`src/hdl/assert_macros.svh`:
```
// assertion macros used by the table rtl
// no dependencies; included by modules that check their own logic
`ifndef ASSERT_MACROS_SVH
`define ASSERT_MACROS_SVH

// same-cycle implication, disabled while reset is asserted
`define DMT_ASSERT_IMP(lbl, clk, rstn, ante, cons) \
	lbl: assert property (@(posedge clk) disable iff (!rstn) (ante) |-> (cons)) \
		else $error("dmt assertion failed");

// next-cycle implication, disabled while reset is asserted
`define DMT_ASSERT_NXT(lbl, clk, rstn, ante, cons) \
	lbl: assert property (@(posedge clk) disable iff (!rstn) (ante) |=> (cons)) \
		else $error("dmt assertion failed");

`endif

```
`src/hdl/dmt_pkg.sv`:
```
// types, constants and state codes of the direct-mapped depth-replace table
// no dependencies
package dmt_pkg;

	localparam int unsigned TABLE_ENTRIES_DEF = 1024;
	localparam int unsigned KEY_W             = 64;
	localparam int unsigned DEPTH_W           = 16;
	localparam int unsigned FLAG_W            = 2;
	localparam int unsigned MOVE_W            = 16;
	localparam int unsigned SCORE_W           = 32;

	// key bits folded into the slot remainder per cycle
	localparam int unsigned MOD_BITS  = 8;
	localparam int unsigned MOD_STEPS = KEY_W / MOD_BITS;
	localparam int unsigned MOD_CNT_W = $clog2(MOD_STEPS);

	typedef enum logic {
		KIND_LOOKUP = 1'b0,
		KIND_STORE  = 1'b1
	} dmt_kind_t;

	typedef struct packed {
		dmt_kind_t                  kind;
		logic [KEY_W-1:0]           key;
		logic [DEPTH_W-1:0]         depth;
		logic [FLAG_W-1:0]          bound_flag;
		logic [MOVE_W-1:0]          best_move;
		logic signed [SCORE_W-1:0]  best_score;
	} dmt_req_t;

	typedef struct packed {
		logic                       hit;
		logic                       written;
		logic [DEPTH_W-1:0]         found_depth;
		logic [FLAG_W-1:0]          found_flag;
		logic [MOVE_W-1:0]          found_move;
		logic signed [SCORE_W-1:0]  found_score;
	} dmt_rsp_t;

	typedef struct packed {
		logic [KEY_W-1:0]           key;
		logic [DEPTH_W-1:0]         depth;
		logic [FLAG_W-1:0]          flag;
		logic [MOVE_W-1:0]          move;
		logic signed [SCORE_W-1:0]  score;
	} dmt_entry_t;

	typedef enum logic [2:0] {
		ST_CLEAR,
		ST_IDLE,
		ST_MOD,
		ST_READ,
		ST_CHECK
	} dmt_state_t;

	// controller to datapath
	typedef struct packed {
		logic accept;
		logic mod_step;
		logic rd_en;
		logic finish;
		logic clr_en;
	} dmt_cmd_t;

	// datapath to controller
	typedef struct packed {
		logic needs_mod;
		logic mod_done;
		logic clr_last;
		logic out_free;
	} dmt_sts_t;

endpackage

```
`src/hdl/dmt_ctrl.sv`:
```
// sequencer for clear pass, slot index, table read and result write-back
// depends on dmt_pkg and assert_macros.svh
`include "assert_macros.svh"

module dmt_ctrl
	import dmt_pkg::*;
(
	input  logic     clk,
	input  logic     arst_n,
	input  logic     req_valid,
	output logic     req_ready,
	input  dmt_sts_t sts,
	output dmt_cmd_t cmd
);

	dmt_state_t state_q, state_d;

	always_ff @(posedge clk or negedge arst_n) begin
		if (!arst_n) begin
			state_q <= ST_CLEAR;
		end else begin
			state_q <= state_d;
		end
	end

	always_comb begin
		state_d = state_q;
		case (state_q)
			ST_CLEAR: begin
				if (sts.clr_last) state_d = ST_IDLE;
			end
			ST_IDLE: begin
				if (req_valid) state_d = sts.needs_mod ? ST_MOD : ST_READ;
			end
			ST_MOD: begin
				if (sts.mod_done) state_d = ST_READ;
			end
			ST_READ: begin
				state_d = ST_CHECK;
			end
			ST_CHECK: begin
				if (sts.out_free) state_d = ST_IDLE;
			end
			default: begin
				state_d = ST_CLEAR;
			end
		endcase
	end

	always_comb begin
		cmd       = '0;
		req_ready = 1'b0;
		case (state_q)
			ST_CLEAR: begin
				cmd.clr_en = 1'b1;
			end
			ST_IDLE: begin
				req_ready  = 1'b1;
				cmd.accept = req_valid;
			end
			ST_MOD: begin
				cmd.mod_step = 1'b1;
			end
			ST_READ: begin
				cmd.rd_en = 1'b1;
			end
			ST_CHECK: begin
				cmd.finish = sts.out_free;
			end
			default: begin
				cmd = '0;
			end
		endcase
	end

	`DMT_ASSERT_IMP(a_finish_needs_room, clk, arst_n, cmd.finish, sts.out_free)
	`DMT_ASSERT_NXT(a_clear_ends_idle, clk, arst_n, state_q == ST_CLEAR && sts.clr_last, state_q == ST_IDLE)
	`DMT_ASSERT_NXT(a_accept_starts_work, clk, arst_n, cmd.accept, state_q == ST_MOD || state_q == ST_READ)

endmodule

```
`config.mk`:
```
export PLATFORM = sky130hd
export DESIGN_NAME = dmt_ctrl
export DESIGN_NICKNAME = d
export VERILOG_FILES = /design/src/hdl/dmt_pkg.sv /design/src/hdl/dmt_ctrl.sv
export VERILOG_INCLUDE_DIRS = /design/src /design/src/hdl
export SDC_FILE = /design/constraint.sdc
export NUM_CORES = 1
export LEC_CHECK = 0
export BUFFER_PORTS_ARGS = -buffer_cell sky130_fd_sc_hd__buf_2
export CORE_AREA = 8 8 45 47
export CTS_BUF_LIST = sky130_fd_sc_hd__clkbuf_4 sky130_fd_sc_hd__clkbuf_8 sky130_fd_sc_hd__clkbuf_16
export CTS_CLUSTER_SIZE = 12
export DETAILED_ROUTE_END_ITERATION = 7
export DIE_AREA = 0 0 53 55
export HOLD_SLACK_MARGIN = 0.12
export PLACE_DENSITY = 0.46
export SLEW_MARGIN = 5
export SYNTH_ARGS = -nofsm -noshare
export SYNTH_HDL_FRONTEND = slang
export SYNTH_SLANG_ARGS = --single-unit
```
`constraint.sdc`:
```
create_clock -name clk -period 1.05 [get_ports clk]
set_input_delay 0.21 -clock clk [delete_from_list [all_inputs] [get_ports clk]]
set_output_delay 0.21 -clock clk [all_outputs]
set_load 0.1 [all_outputs]
```
==> impl_metrics.env <==
export IMPL_status="finished, violations left"
export IMPL_violations="negative setup slack"
export IMPL_drtIter0Drc=6
export IMPL_drc_errors=0
export IMPL_seq_area_um2=78.8
export IMPL_slew_violations=0
export IMPL_synth_edff_count=0
export IMPL_post_place_cells=50
export IMPL_multi_input_area_um2=136
export IMPL_cts_tree="yes"
export IMPL_reg_largest_list="state_q x3"
export IMPL_area_growth_pct=188
export IMPL_worstMarginPinSlew_ps=230
export IMPL_numPortBuffers=12
export IMPL_drtPass1Iterations=4
export IMPL_fin_crit_ps=1460
export IMPL_cap_violations=0
export IMPL_rsz0062_at_grt="true"
export IMPL_relSlewSlack_pct=84.6
export IMPL_start_kind="flip-flop"
export IMPL_hpwl_um=528
export IMPL_fp_coreArea_mm2=0.00138
export IMPL_synth_top_area_share_pct=42.0
export IMPL_finClkSkew_ps=1.06
export IMPL_nFillCells=134
export IMPL_timing_final_crit_share_pct=139
export IMPL_endpoint_kind="output port"
export IMPL_largest_reg_flops=3
export IMPL_clockRootBuffer="clkbuf_4"
export IMPL_gp_congestion=0.705
export IMPL_antenna_found_initial=0
export IMPL_start_util_pct=12.9
export IMPL_yosys_warnings=0
export IMPL_required_ps=840
export IMPL_antenna_cells=0
export IMPL_synth_ff_type="dfrtp_1"
export IMPL_h_tree_depth=1
export IMPL_grt_max_degree=7
export IMPL_cts_reportedPaths_clkPinSlew_ps=40
export IMPL_yosysUniqueCellTypes=13
export IMPL_clock_sinks=3
export IMPL_synthArstFlopShare_pct=100
export IMPL_die_h_um=55
export IMPL_synthTopCellsByCount="dfrtp_1, nand2_1, nor3_1"
export IMPL_largest_register="state_q"
export IMPL_crit_fanout=5
export IMPL_synthTopCellsByArea="dfrtp_1, nor3b_2, and3_4, and3b_2, mux2i_1"
export IMPL_cp_arrival_ps=1250
export IMPL_layout_drive_gt1_share_pct=84.1
export IMPL_num_rows=14
export IMPL_grt_pass1_wl_mm=1.09
export IMPL_clockBufferDepth=2
export IMPL_die_width_um=53
export IMPL_grt_pass1_vias=241
export IMPL_grt_usage_pct=5.64
export IMPL_syn_num_nets=24
export IMPL_syn_avg_cell_area_um2=10.5
export IMPL_io_pins=13
export IMPL_finalHoldViolCount=0
export IMPL_insertion_delay_ps=230
export IMPL_syn_inst=17
export IMPL_hold_slack_ps=177
export IMPL_ant_nets=0
export IMPL_syn_area_um2=179
export IMPL_final_cells=60
export IMPL_viasPerCell=4.10
export IMPL_synth_largest_area_cell="dfrtp_1"
export IMPL_routed_wl_um=766
export IMPL_synth_ff_latch_count=3
export IMPL_setup_slack_ps=-413
export IMPL_worstSetupPathType="reg2out"
export IMPL_routedWlPerCell_um=12.8
export IMPL_die_area_mm2=0.00292
export IMPL_synth_most_common_cell="dfrtp_1"
export IMPL_yosysSeqAreaShare_pct=42.0
export IMPL_holdCritPathClass="in2reg"
export IMPL_finalSetupTns_ps=-2800
export IMPL_max_clock_freq_mhz=684
export IMPL_finalSetupViolCount=9
export IMPL_cts_buffers=3
export IMPL_gr_total_overflow=0
export IMPL_post_route_util_pct=37.3
export IMPL_nNetsFinal=52
export IMPL_dr_total_vias=246
## worst max-delay path: stages, from the launching register on
cell,delay (ps)
dfrtp_2,450
nor3b_4,210
and2_4,190
buf_12,170
## cell families after synthesis
| logic type | count (synthesis) | synth area share [%] |
|---|---|---|
| AOI/OAI and AO/OA | 2 | 9.09 |
| and+or+nand+nor | 11 | 43.4 |
| muxes | 1 | 5.59 |
| DFF | 3 | 42.0 |
## cell usage in the layout (no fill, tap or decap), drive strengths merged
| cell type | Yosys | final |
|---|---|---|
| buf | 0 | 22 |
| nor2 | 1 | 1 |
| mux2i | 1 | 1 |
| a211o | 1 | 1 |
| dfrtp | 3 | 3 |
| dlygate4sd3 | 0 | 1 |
| nand2 | 2 | 2 |
| or2 | 1 | 1 |
| and2 | 1 | 1 |
| o21bai | 1 | 1 |
| and3 | 1 | 1 |
| clkbuf | 0 | 4 |
| and3b | 1 | 1 |
| nor3b | 2 | 2 |
| nor3 | 2 | 2 |
## layout make-up
type	instances	area share, %
multi-input combinational	14	26.5
timing repair buffer	23	48.5
tap	16	3.88
clock buffer	4	5.83
sequential	3	15.3
## metrics by stage
step / worst slack [ps] / instance area, µm²
floorplan: -984 / 205
global placement: -155 / 413
detailed placement: -162 / 413
CTS: -415 / 499
global route: -475 / 515
finish: -413 / 515
## layer usage
metal | up-vias | global-route usage (%) | share of wire, %
li1 | 116 | - | -
met1 | 123 | 4.27 | 29
met2 | 5 | 9.77 | 67
met3 | 2 | 2.67 | 2.2
met4 | 0 | 6.47 | 1.8
met5 | - | 0 | 0
## repair_timing
item | in CTS | in global routing
hold endpoints to repair | 3 | 0
buffers inserted | 9 | 3
resized for setup | 5 | 3
pin swaps | 5 | 2
endpoints found under the setup margin | 9 | 9
hold buffers | 1 | 0
## path summary, 6_finish.rpt
kind	startpoint	endpoint	slack, ps	depth (start not counted)
max	state_q[1]$_DFFE_PN0P_	cmd[4]	-410	3
max reg2reg	state_q[0]$_DFFE_PN0P_	state_q[1]$_DFFE_PN0P_	-300	5
min in group asynchronous	arst_n	state_q[2]$_DFFE_PN0P_	300	2
max in group asynchronous	arst_n	state_q[0]$_DFFE_PN0P_	630	2
min reg2reg	state_q[0]$_DFFE_PN0P_	state_q[1]$_DFFE_PN0P_	760	2
min	sts[0]	state_q[2]$_DFFE_PN0P_	180	2
Power is left out: the tool's default activity adds up to more than one toggle a clock period on the data nets, which glitch-free logic cannot reach.
